[config.mk]
export PLATFORM = sky130hd
export DESIGN_NAME = positional_deque_store_core_flat
export DESIGN_NICKNAME = d
export VERILOG_FILES = /design/src/hw/rtl/pds_pkg.sv /design/src/hw/rtl/pds_req_if.sv /design/src/hw/rtl/pds_rsp_if.sv /design/src/hw/rtl/positional_deque_store_core.sv /design/src/hw/rtl/pds_datapath.sv /design/src/hw/rtl/pds_controller.sv /design/src/flat_wrapper.sv
export SDC_FILE = /design/constraint.sdc
export NUM_CORES = 1
export LEC_CHECK = 0
export ABC_AREA = 0
export BUFFER_PORTS_ARGS = -buffer_cell sky130_fd_sc_hd__buf_2
export CORE_ASPECT_RATIO = 0.7
export CORE_MARGIN = 5
export CORE_UTILIZATION = 43
export CTS_BUF_LIST = sky130_fd_sc_hd__clkbuf_4 sky130_fd_sc_hd__clkbuf_8 sky130_fd_sc_hd__clkbuf_16
export CTS_CLUSTER_DIAMETER = 150
export CTS_CLUSTER_SIZE = 28
export DETAILED_ROUTE_END_ITERATION = 6
export REMOVE_ABC_BUFFERS = 1
export SYNTH_ARGS = -nofsm -noshare
export SYNTH_HDL_FRONTEND = slang
export SYNTH_SLANG_ARGS = --single-unit
[constraint.sdc]
create_clock -name clock -period 6.19 [get_ports clock]
set_input_delay 0.3095 -clock clock [delete_from_list [all_inputs] [get_ports clock]]
set_output_delay 0.3095 -clock clock [all_outputs]
set_load 0.01 [all_outputs]
[src/hw/rtl/pds_pkg.sv]
// shared constants, codes and control structs of the positional deque store
// no dependencies; every other rtl file refers to it by scoped names
package pds_pkg;

   localparam int DEPTH      = 16;
   localparam int DATA_WIDTH = 32;
   localparam int ADDR_W     = $clog2(DEPTH);
   localparam int COUNT_W    = $clog2(DEPTH + 1);

   // fixed field widths of the channels
   localparam int CMD_W      = 3;
   localparam int POS_W      = 5;
   localparam int PAYLOAD_W  = 32;
   localparam int WORD_W     = 32;
   localparam int CNT_OUT_W  = 5;

   // common width for comparing position against fill
   localparam int CMP_W      = (POS_W > COUNT_W) ? POS_W : COUNT_W;

   typedef enum logic [CMD_W-1:0] {
      OP_APPEND       = 3'd0,
      OP_INS_FRONT    = 3'd1,
      OP_INS_AT       = 3'd2,
      OP_READ_AT      = 3'd3,
      OP_REMOVE_AT    = 3'd4,
      OP_REMOVE_FRONT = 3'd5,
      OP_REMOVE_BACK  = 3'd6,
      OP_COUNT        = 3'd7
   } op_type;

   typedef enum logic [1:0] {
      FILL_HOLD = 2'd0,
      FILL_INC  = 2'd1,
      FILL_DEC  = 2'd2
   } fill_op_type;

   // controller to datapath
   typedef struct packed {
      logic              item_load;
      logic              rd_en;
      logic [ADDR_W-1:0] rd_addr;
      logic              wr_en;
      logic [ADDR_W-1:0] wr_addr;
      logic              wr_payload;
      logic              capture;
      fill_op_type       fill_op;
      logic              rsp_load;
      logic              rsp_ok;
   } ctl_type;

   // datapath to controller
   typedef struct packed {
      op_type             op;
      logic [POS_W-1:0]   position;
      logic [COUNT_W-1:0] fill;
   } status_type;

endpackage

[src/hw/rtl/pds_req_if.sv]
// request channel of the positional deque store: valid, ready and one command beat
// depends on pds_pkg for the field widths
interface pds_req_if;
   logic                          valid;
   logic                          ready;
   logic [pds_pkg::CMD_W-1:0]     cmd;
   logic [pds_pkg::POS_W-1:0]     position;
   logic [pds_pkg::PAYLOAD_W-1:0] payload;

   modport source (output valid, output cmd, output position, output payload, input ready);
   modport sink   (input valid, input cmd, input position, input payload, output ready);
endinterface

[src/hw/rtl/pds_rsp_if.sv]
// response channel of the positional deque store: valid, ready and one result beat
// depends on pds_pkg for the field widths
interface pds_rsp_if;
   logic                          valid;
   logic                          ready;
   logic                          ok;
   logic [pds_pkg::WORD_W-1:0]    word_out;
   logic [pds_pkg::CNT_OUT_W-1:0] count;

   modport source (output valid, output ok, output word_out, output count, input ready);
   modport sink   (input valid, input ok, input word_out, input count, output ready);
endinterface

[src/hw/rtl/positional_deque_store_core.sv]
// top level of the positional deque store: request and response channels
// depends on pds_pkg, pds_req_if, pds_rsp_if, pds_controller and pds_datapath
//
// usage
//  - req_ch carries one command beat (cmd, position, payload); rsp_ch returns
//    exactly one beat per command (ok, word_out, count) in command order
//  - commands: append back, insert front, insert at position, read at
//    position, remove at position, remove front, remove back, report count
//  - a full store refuses adds, a bad position or an empty store gives ok low
//    with word_out zero and the store untouched
//  - one command at a time: req_ch.ready is high only while the block is idle
//  - count and refused commands go from decode straight to the response
//    state; a read, insert or remove first walks the single entry memory,
//    one entry a cycle
//  - the next command is taken the cycle after its predecessor's response is
//    loaded, even while that beat still waits on rsp_ch
//  - if rsp_ch stalls, a finished command waits in its last state until the
//    earlier beat is taken; nothing is lost or reordered
//  - reset (synchronous, active high) empties the store and drops any waiting
//    response beat; entry contents are left as they were, never read before
//    they are written
module positional_deque_store_core (
   input  logic      clock,
   input  logic      reset,
   pds_req_if.sink   req_ch,
   pds_rsp_if.source rsp_ch
);

   // command and status between the sequencer and the storage side
   pds_pkg::ctl_type    ctl;
   pds_pkg::status_type status;

   pds_controller u_controller (
      .clock     (clock),
      .reset     (reset),
      .req_valid (req_ch.valid),
      .req_ready (req_ch.ready),
      .rsp_valid (rsp_ch.valid),
      .rsp_ready (rsp_ch.ready),
      .status    (status),
      .ctl       (ctl)
   );

   // entries, fill count and the response registers live here
   pds_datapath u_datapath (
      .clock        (clock),
      .reset        (reset),
      .ctl          (ctl),
      .status       (status),
      .req_cmd      (req_ch.cmd),
      .req_position (req_ch.position),
      .req_payload  (req_ch.payload),
      .rsp_ok       (rsp_ch.ok),
      .rsp_word_out (rsp_ch.word_out),
      .rsp_count    (rsp_ch.count)
   );

endmodule

[src/hw/rtl/pds_datapath.sv]
// datapath: item registers, entry memory, fill counter and response registers
// depends on pds_pkg; driven by pds_controller through ctl_type
module pds_datapath (
   input  logic                          clock,
   input  logic                          reset,
   input  pds_pkg::ctl_type              ctl,
   output pds_pkg::status_type           status,
   input  logic [pds_pkg::CMD_W-1:0]     req_cmd,
   input  logic [pds_pkg::POS_W-1:0]     req_position,
   input  logic [pds_pkg::PAYLOAD_W-1:0] req_payload,
   output logic                          rsp_ok,
   output logic [pds_pkg::WORD_W-1:0]    rsp_word_out,
   output logic [pds_pkg::CNT_OUT_W-1:0] rsp_count
);

   pds_pkg::op_type                   op_ff;
   logic [pds_pkg::POS_W-1:0]         pos_ff;
   logic [pds_pkg::DATA_WIDTH-1:0]    data_ff;
   logic [pds_pkg::DATA_WIDTH-1:0]    mem [pds_pkg::DEPTH];
   logic [pds_pkg::DATA_WIDTH-1:0]    rd_data_ff;
   logic [pds_pkg::DATA_WIDTH-1:0]    word_ff;
   logic [pds_pkg::COUNT_W-1:0]       fill_ff;
   logic [pds_pkg::COUNT_W-1:0]       fill_in;
   logic                              rsp_ok_ff;
   logic [pds_pkg::DATA_WIDTH-1:0]    rsp_word_ff;
   logic [pds_pkg::CNT_OUT_W-1:0]     rsp_count_ff;
   logic [63:0]                       payload_wide;
   logic [63:0]                       word_wide;

   assign payload_wide = 64'(req_payload);
   assign word_wide    = 64'(rsp_word_ff);

   always_comb begin
      unique case (ctl.fill_op)
         pds_pkg::FILL_INC: fill_in = fill_ff + pds_pkg::COUNT_W'(1);
         pds_pkg::FILL_DEC: fill_in = fill_ff - pds_pkg::COUNT_W'(1);
         default:           fill_in = fill_ff;
      endcase
   end

   always_ff @(posedge clock) begin
      if (reset) begin
         fill_ff <= '0;
      end else begin
         fill_ff <= fill_in;
      end
   end

   // item capture and result word
   always_ff @(posedge clock) begin
      if (ctl.item_load) begin
         op_ff   <= pds_pkg::op_type'(req_cmd);
         pos_ff  <= req_position;
         data_ff <= payload_wide[pds_pkg::DATA_WIDTH-1:0];
         word_ff <= '0;
      end else if (ctl.capture) begin
         word_ff <= rd_data_ff;
      end
   end

   // entry memory, one write and one registered read a cycle
   always_ff @(posedge clock) begin
      if (ctl.wr_en) begin
         mem[ctl.wr_addr] <= ctl.wr_payload ? data_ff : rd_data_ff;
      end
      if (ctl.rd_en) begin
         rd_data_ff <= mem[ctl.rd_addr];
      end
   end

   always_ff @(posedge clock) begin
      if (ctl.rsp_load) begin
         rsp_ok_ff    <= ctl.rsp_ok;
         rsp_word_ff  <= word_ff;
         rsp_count_ff <= pds_pkg::CNT_OUT_W'(fill_in);
      end
   end

   assign status.op       = op_ff;
   assign status.position = pos_ff;
   assign status.fill     = fill_ff;

   assign rsp_ok       = rsp_ok_ff;
   assign rsp_word_out = word_wide[pds_pkg::WORD_W-1:0];
   assign rsp_count    = rsp_count_ff;

endmodule

[src/hw/rtl/pds_controller.sv]
// controller: decodes a command, walks the entry memory to read an entry or to open or close a gap
// depends on pds_pkg; drives pds_datapath through ctl_type
module pds_controller (
   input  logic                clock,
   input  logic                reset,
   input  logic                req_valid,
   output logic                req_ready,
   output logic                rsp_valid,
   input  logic                rsp_ready,
   input  pds_pkg::status_type status,
   output pds_pkg::ctl_type    ctl
);

   typedef enum logic [2:0] {
      ST_IDLE,
      ST_DECODE,
      ST_UP,
      ST_DOWN,
      ST_FINISH
   } state_type;

   state_type                     state_ff, state_in;
   logic [pds_pkg::COUNT_W-1:0]   ctr_ff, ctr_in;
   logic [pds_pkg::COUNT_W-1:0]   lim_ff, lim_in;
   logic [pds_pkg::ADDR_W-1:0]    base_ff, base_in;
   logic                          pend_ff, pend_in;
   logic [pds_pkg::ADDR_W-1:0]    pend_addr_ff, pend_addr_in;
   logic                          ok_ff, ok_in;
   pds_pkg::fill_op_type          fop_ff, fop_in;
   logic                          rsp_valid_ff, rsp_valid_in;

   logic [pds_pkg::CMP_W-1:0]     pos_c;
   logic [pds_pkg::CMP_W-1:0]     fill_c;
   logic [pds_pkg::CMP_W-1:0]     ins_c;
   logic                          more;

   assign pos_c  = pds_pkg::CMP_W'(status.position);
   assign fill_c = pds_pkg::CMP_W'(status.fill);

   always_comb begin
      state_in     = state_ff;
      ctr_in       = ctr_ff;
      lim_in       = lim_ff;
      base_in      = base_ff;
      pend_in      = 1'b0;
      pend_addr_in = pend_addr_ff;
      ok_in        = ok_ff;
      fop_in       = fop_ff;
      rsp_valid_in = rsp_valid_ff && !rsp_ready;
      ctl          = '0;
      ctl.fill_op  = pds_pkg::FILL_HOLD;
      ins_c        = pos_c;
      more         = 1'b0;

      unique case (state_ff)
         ST_IDLE: begin
            if (req_valid) begin
               ctl.item_load = 1'b1;
               state_in      = ST_DECODE;
            end
         end

         ST_DECODE: begin
            ok_in    = 1'b0;
            fop_in   = pds_pkg::FILL_HOLD;
            state_in = ST_FINISH;
            unique case (status.op)
               pds_pkg::OP_APPEND, pds_pkg::OP_INS_FRONT, pds_pkg::OP_INS_AT: begin
                  if (status.op == pds_pkg::OP_APPEND) begin
                     ins_c = fill_c;
                  end else if (status.op == pds_pkg::OP_INS_FRONT) begin
                     ins_c = '0;
                  end
                  if (fill_c < pds_pkg::CMP_W'(pds_pkg::DEPTH) && ins_c <= fill_c) begin
                     ok_in    = 1'b1;
                     fop_in   = pds_pkg::FILL_INC;
                     ctr_in   = status.fill;
                     base_in  = pds_pkg::ADDR_W'(ins_c);
                     state_in = ST_UP;
                  end
               end
               pds_pkg::OP_READ_AT: begin
                  if (pos_c < fill_c) begin
                     ok_in    = 1'b1;
                     ctr_in   = pds_pkg::COUNT_W'(status.position);
                     lim_in   = pds_pkg::COUNT_W'(status.position) + pds_pkg::COUNT_W'(1);
                     base_in  = pds_pkg::ADDR_W'(status.position);
                     state_in = ST_DOWN;
                  end
               end
               pds_pkg::OP_REMOVE_AT: begin
                  if (pos_c < fill_c) begin
                     ok_in    = 1'b1;
                     fop_in   = pds_pkg::FILL_DEC;
                     ctr_in   = pds_pkg::COUNT_W'(status.position);
                     lim_in   = status.fill;
                     base_in  = pds_pkg::ADDR_W'(status.position);
                     state_in = ST_DOWN;
                  end
               end
               pds_pkg::OP_REMOVE_FRONT: begin
                  if (status.fill != '0) begin
                     ok_in    = 1'b1;
                     fop_in   = pds_pkg::FILL_DEC;
                     ctr_in   = '0;
                     lim_in   = status.fill;
                     base_in  = '0;
                     state_in = ST_DOWN;
                  end
               end
               pds_pkg::OP_REMOVE_BACK: begin
                  if (status.fill != '0) begin
                     ok_in    = 1'b1;
                     fop_in   = pds_pkg::FILL_DEC;
                     ctr_in   = status.fill - pds_pkg::COUNT_W'(1);
                     lim_in   = status.fill;
                     base_in  = pds_pkg::ADDR_W'(status.fill - pds_pkg::COUNT_W'(1));
                     state_in = ST_DOWN;
                  end
               end
               pds_pkg::OP_COUNT: begin
                  ok_in = 1'b1;
               end
            endcase
         end

         // open a gap: read downwards from the back, write each word one higher
         ST_UP: begin
            more         = ctr_ff > pds_pkg::COUNT_W'(base_ff);
            ctl.rd_en    = more;
            ctl.rd_addr  = pds_pkg::ADDR_W'(ctr_ff - pds_pkg::COUNT_W'(1));
            pend_in      = more;
            pend_addr_in = ctl.rd_addr;
            if (more) begin
               ctr_in = ctr_ff - pds_pkg::COUNT_W'(1);
            end
            if (pend_ff) begin
               ctl.wr_en   = 1'b1;
               ctl.wr_addr = pend_addr_ff + pds_pkg::ADDR_W'(1);
            end else if (!more) begin
               ctl.wr_en      = 1'b1;
               ctl.wr_addr    = base_ff;
               ctl.wr_payload = 1'b1;
               state_in       = ST_FINISH;
            end
         end

         // read from base upwards; first word is the result, the rest move one lower
         ST_DOWN: begin
            more         = ctr_ff < lim_ff;
            ctl.rd_en    = more;
            ctl.rd_addr  = ctr_ff[pds_pkg::ADDR_W-1:0];
            pend_in      = more;
            pend_addr_in = ctl.rd_addr;
            if (more) begin
               ctr_in = ctr_ff + pds_pkg::COUNT_W'(1);
            end
            if (pend_ff) begin
               if (pend_addr_ff == base_ff) begin
                  ctl.capture = 1'b1;
               end else begin
                  ctl.wr_en   = 1'b1;
                  ctl.wr_addr = pend_addr_ff - pds_pkg::ADDR_W'(1);
               end
            end else if (!more) begin
               state_in = ST_FINISH;
            end
         end

         ST_FINISH: begin
            if (!rsp_valid_ff || rsp_ready) begin
               ctl.rsp_load = 1'b1;
               ctl.rsp_ok   = ok_ff;
               ctl.fill_op  = fop_ff;
               rsp_valid_in = 1'b1;
               state_in     = ST_IDLE;
            end
         end

         default: begin
            state_in = ST_IDLE;
         end
      endcase
   end

   always_ff @(posedge clock) begin
      if (reset) begin
         state_ff     <= ST_IDLE;
         pend_ff      <= 1'b0;
         rsp_valid_ff <= 1'b0;
      end else begin
         state_ff     <= state_in;
         ctr_ff       <= ctr_in;
         lim_ff       <= lim_in;
         base_ff      <= base_in;
         pend_ff      <= pend_in;
         pend_addr_ff <= pend_addr_in;
         ok_ff        <= ok_in;
         fop_ff       <= fop_in;
         rsp_valid_ff <= rsp_valid_in;
      end
   end

   assign req_ready = (state_ff == ST_IDLE);
   assign rsp_valid = rsp_valid_ff;

   a_pend_in_walk: assert property (@(posedge clock) disable iff (reset)
      pend_ff |-> (state_ff == ST_UP || state_ff == ST_DOWN))
      else $error("pending read outside a gap walk");

   a_no_port_clash: assert property (@(posedge clock) disable iff (reset)
      (ctl.wr_en && ctl.rd_en) |-> (ctl.wr_addr != ctl.rd_addr))
      else $error("read and write hit the same entry");

   a_no_overwrite: assert property (@(posedge clock) disable iff (reset)
      (rsp_valid_ff && !rsp_ready) |-> !ctl.rsp_load)
      else $error("waiting response beat overwritten");

   a_fill_bound: assert property (@(posedge clock) disable iff (reset)
      status.fill <= pds_pkg::COUNT_W'(pds_pkg::DEPTH))
      else $error("fill beyond depth");

   a_accept_decode: assert property (@(posedge clock) disable iff (reset)
      (req_valid && req_ready) |=> (state_ff == ST_DECODE && !rsp_valid_ff) ||
                                   (state_ff == ST_DECODE))
      else $error("accepted beat not decoded");

endmodule

[src/flat_wrapper.sv]
// flat-port wrapper written by rule: the top's interface ports become plain ports
module positional_deque_store_core_flat 
  (clock, reset, req_ch_valid, req_ch_cmd, req_ch_position, req_ch_payload, req_ch_ready, rsp_ch_valid, rsp_ch_ok, rsp_ch_word_out, rsp_ch_count, rsp_ch_ready);
  pds_req_if req_ch_i ();
  pds_rsp_if rsp_ch_i ();
  input  logic clock;
  input  logic reset;
  input wire logic [$bits(req_ch_i.valid)-1:0] req_ch_valid;
  input wire logic [$bits(req_ch_i.cmd)-1:0] req_ch_cmd;
  input wire logic [$bits(req_ch_i.position)-1:0] req_ch_position;
  input wire logic [$bits(req_ch_i.payload)-1:0] req_ch_payload;
  output wire logic [$bits(req_ch_i.ready)-1:0] req_ch_ready;
  output wire logic [$bits(rsp_ch_i.valid)-1:0] rsp_ch_valid;
  output wire logic [$bits(rsp_ch_i.ok)-1:0] rsp_ch_ok;
  output wire logic [$bits(rsp_ch_i.word_out)-1:0] rsp_ch_word_out;
  output wire logic [$bits(rsp_ch_i.count)-1:0] rsp_ch_count;
  input wire logic [$bits(rsp_ch_i.ready)-1:0] rsp_ch_ready;
  assign req_ch_i.valid = req_ch_valid;
  assign req_ch_i.cmd = req_ch_cmd;
  assign req_ch_i.position = req_ch_position;
  assign req_ch_i.payload = req_ch_payload;
  assign req_ch_ready = req_ch_i.ready;
  assign rsp_ch_valid = rsp_ch_i.valid;
  assign rsp_ch_ok = rsp_ch_i.ok;
  assign rsp_ch_word_out = rsp_ch_i.word_out;
  assign rsp_ch_count = rsp_ch_i.count;
  assign rsp_ch_i.ready = rsp_ch_ready;
  positional_deque_store_core u_core (.clock(clock), .reset(reset), .req_ch(req_ch_i), .rsp_ch(rsp_ch_i));
endmodule
==> metrics.txt <==
starting density of the core a little over two fifths; die height 223 um; max_cap viols 0; slew margin rel. a little under a fifth; met2 global-route usage 28.5%; PostCTS Resize Cnt 0; register area share after synthesis 72.0%; sequential share of power 57.9%; clk root buf clkbuf_16; static leakage 0.0103 uW; area occupied by multi-input gates 0.00723 sq mm; most used flip-flop cell after synthesis edfxtp_1; post-layout worst setup margin 1.53 ns; Inserted Clock Buffers 28; area leader, netlist edfxtp_1; Crit path max-delay family simple AND/OR/NAND/NOR gates; post-layout power 9470 uW; CP Class register to register; die footprint 0.0704 sq mm; reg-to-reg slack, setup 1.53 ns; switching power between 2000 and 3000 uW; DRC viols 0; Core Util, Final about 47%; Max Freq 0.215 GHz; skew final 0.0214 ns; DR vias approximately 17000; Skew-Pair Late Insertion Delay ~0.62 ns; Via density 5.80; CTS Sinks 685; sequence of cells on the critical path ha_1 > nand3_1 > or3b_4 > a2111oi_4 > buf_4 > a211oi_1 > nand2b_1 > nor2_4 > buf_4; First-pass DRT Iterations 5; synthesis warning total 0; H-tree depth 1; Yosys top cell area share 69.0%; status finished, final reports clean; area grow syn2layout 9.38%; Mapped Cells 2028; final setup vio count 0; maximum vdd drop 0.000227 V; HPWL after DPL 41100 um; clock-pin slew on the worst setup and hold paths 0.11 ns; sequential cell area 0.0201 sq mm; Crit. End Element register; met3 usage around 3.5%; Hold WC Path Type primary input to register; Overflow after GRT 0; crit-path max FO 39; fin area 0.0306 sq mm; CP required 6.48 ns; async set-reset flop share out of synthesis 0%; Site Rows 78; actual slew at the worst max-slew pin 1.21 ns; dpl ws 1.56 ns; gp weighted congestion around 0.85; Nets 2144; Crit-path slowest cell nor2_4; # IOs 84; Crit path top cell by count buf_4; antenna viol nets, final 0; first-pass GRT wire length between 100000 and 150000 um; initial DRC count around 1900; unrepaired setup endpoints after global routing no; FILL cells around 5700; area of placed instances 0.0293 sq mm; Worst Hold Margin 0.0238 ns; FF+latch count, synth approximately 690; Post-Synthesis Mean Instance Area approximately 14 sq um; number of flops mapped to enable cells by yosys 643; Comb power frac between 10% and 20%; commonest non-fill, non-tap cell in the layout edfxtp_1; Critical Path Max Stage Delay between 0.7 and 0.8 ns; crit path DAT 4.95 ns; final period utilization 75.3%; gr busiest metal met1; power share of the clock group 25.2%; Final Max Slew Viols 0; largest net degree at the start of global routing 84; Total GRT Usage approximately a fifth; WP buf/inv 2; Core Area 0.0646 sq mm; CP Launch Type register; IO Port Bufs between 80 and 90; Pwr Density 309 mW/mm^2; TritonCTS clock tree done; Sw Share 27.9%; Global Route met1 Usage between 30% and 40%; final hold viol count 0; vias in the first global route between 15000 and 20000; Synth Cell Area 0.0280 sq mm; drt total wl slightly above 70000 um; DR WL/cell roughly 24 um; most frequent cells in the layout 643 x edfxtp_1, 417 x nand2_1, 99 x and3_1, 83 x buf_2, 75 x nand3_1; synth unique cells 63; Int Pwr 6830 uW; layout cell share with drive strength beyond 1 12.8%; top cells by area, synth edfxtp_1 69%, nand2_1 5.6%, dfxtp_1 3.0%; Clock Path Buffers 3; initial antenna violation count 0; Die Width 315 um; min cycle time layout 4.66 ns
[per-stage QoR]
step,TNS [ns],cells
final,0,2975
after global routing,0,2973
after CTS,0,2973
after detailed placement,0,2882
after global placement,0,2882
after floorplan,-17.19,1881
[worst reg2reg max path: cells and delay by family, from the launching register on]
| kind | cells | cell delay, ns |
|---|---|---|
| and+or+nand+nor | 4 | 1.65 |
| DFF | 1 | 0.63 |
| adders and majority gates | 1 | 0.41 |
| AOI/OAI and AO/OA | 2 | 0.60 |
| buffers and inverters | 2 | 1.04 |
[final timing paths]
kind	to	startpoint	depth (start not counted)
max	u_core.u_datapath.mem[10][23]	u_core.u_controller.ctr_ff[2]	9
min	u_core.u_controller.rsp_valid	rsp_ch_ready	3
max reg2reg	u_core.u_datapath.mem[10][23]	u_core.u_controller.ctr_ff[2]	9
min reg2reg	u_core.u_datapath.rsp_word_out[18]	u_core.u_datapath.word_ff[18]	0
[synth_stat cells (all sizes together) (32+ instances only)]
cell and instances:
a211oi 73, a21oi 56, a221oi 32, a311o 32
a311oi 32, a31oi 69, and3 100, buf 50
clkbuf 97, dfxtp 42, edfxtp 643, mux2 33
nand2 420, nand3 75, nor2 39, o221a 32
[timing repair]
action,CTS,global route
hold buffers,40,0
setup endpoints to repair,0,0
buffers inserted,0,0
hold endpoints to repair,40,0
[power groups by stage]
stage	clock network [uW]	registers, uW	logic [uW]
2_1_floorplan	0	5570	959
3_3_place_gp	0	5590	1560
3_5_place_dp	0	5590	1590
4_1_cts	2430	5480	1610
5_1_grt	2600	5500	1750
6_report	2390	5480	1600
[cells by family after synthesis]
kind of cell               after synthesis  share of synthesized area (%)
AOI/OAI and AO/OA                      398                           10.8
xor gates and xnor gates                23                          0.773
adders and majority gates               28                           1.25
buffers and inverters                  175                           2.80
DFF                                    685                           72.0
muxes                                   37                           1.47
and+or+nand+nor                        682                           10.9
[cell type report]
type,instances,share of cell area [%]
multi-input cells,1168,23.6
clock buffers,50,2.89
clock inverters,1,0.0531
diodes,2,0.0163
inverters,28,0.343
flip-flops and latches,685,65.8
repair buffers,161,3.68
well taps,880,3.60
[registers in the layout, indices dropped and copies added, names as in the netlist, 5 cells and up]
signal / flops
u_core.u_datapath.rd_data_ff: 32
u_core.u_datapath.pos_ff: 5
u_core.u_datapath.rsp_count: 5
u_core.u_datapath.mem: 512
u_core.u_datapath.rsp_word_out: 32
u_core.u_controller.lim_ff: 5
u_core.u_datapath.fill_ff: 5
u_core.u_datapath.data_ff: 32
u_core.u_controller.ctr_ff: 5
u_core.u_datapath.word_ff: 32
[routing by layer]
| layer | routed length, um | vias to the layer above |
|---|---|---|
| met4 | 1010 | 0 |
| li1 | - | 7814 |
| met3 | 5610 | 72 |
| met5 | 0 | - |
| met2 | 30200 | 626 |
| met1 | 33800 | 8739 |
No activity file was read; power rests on OpenSTA's default activity.
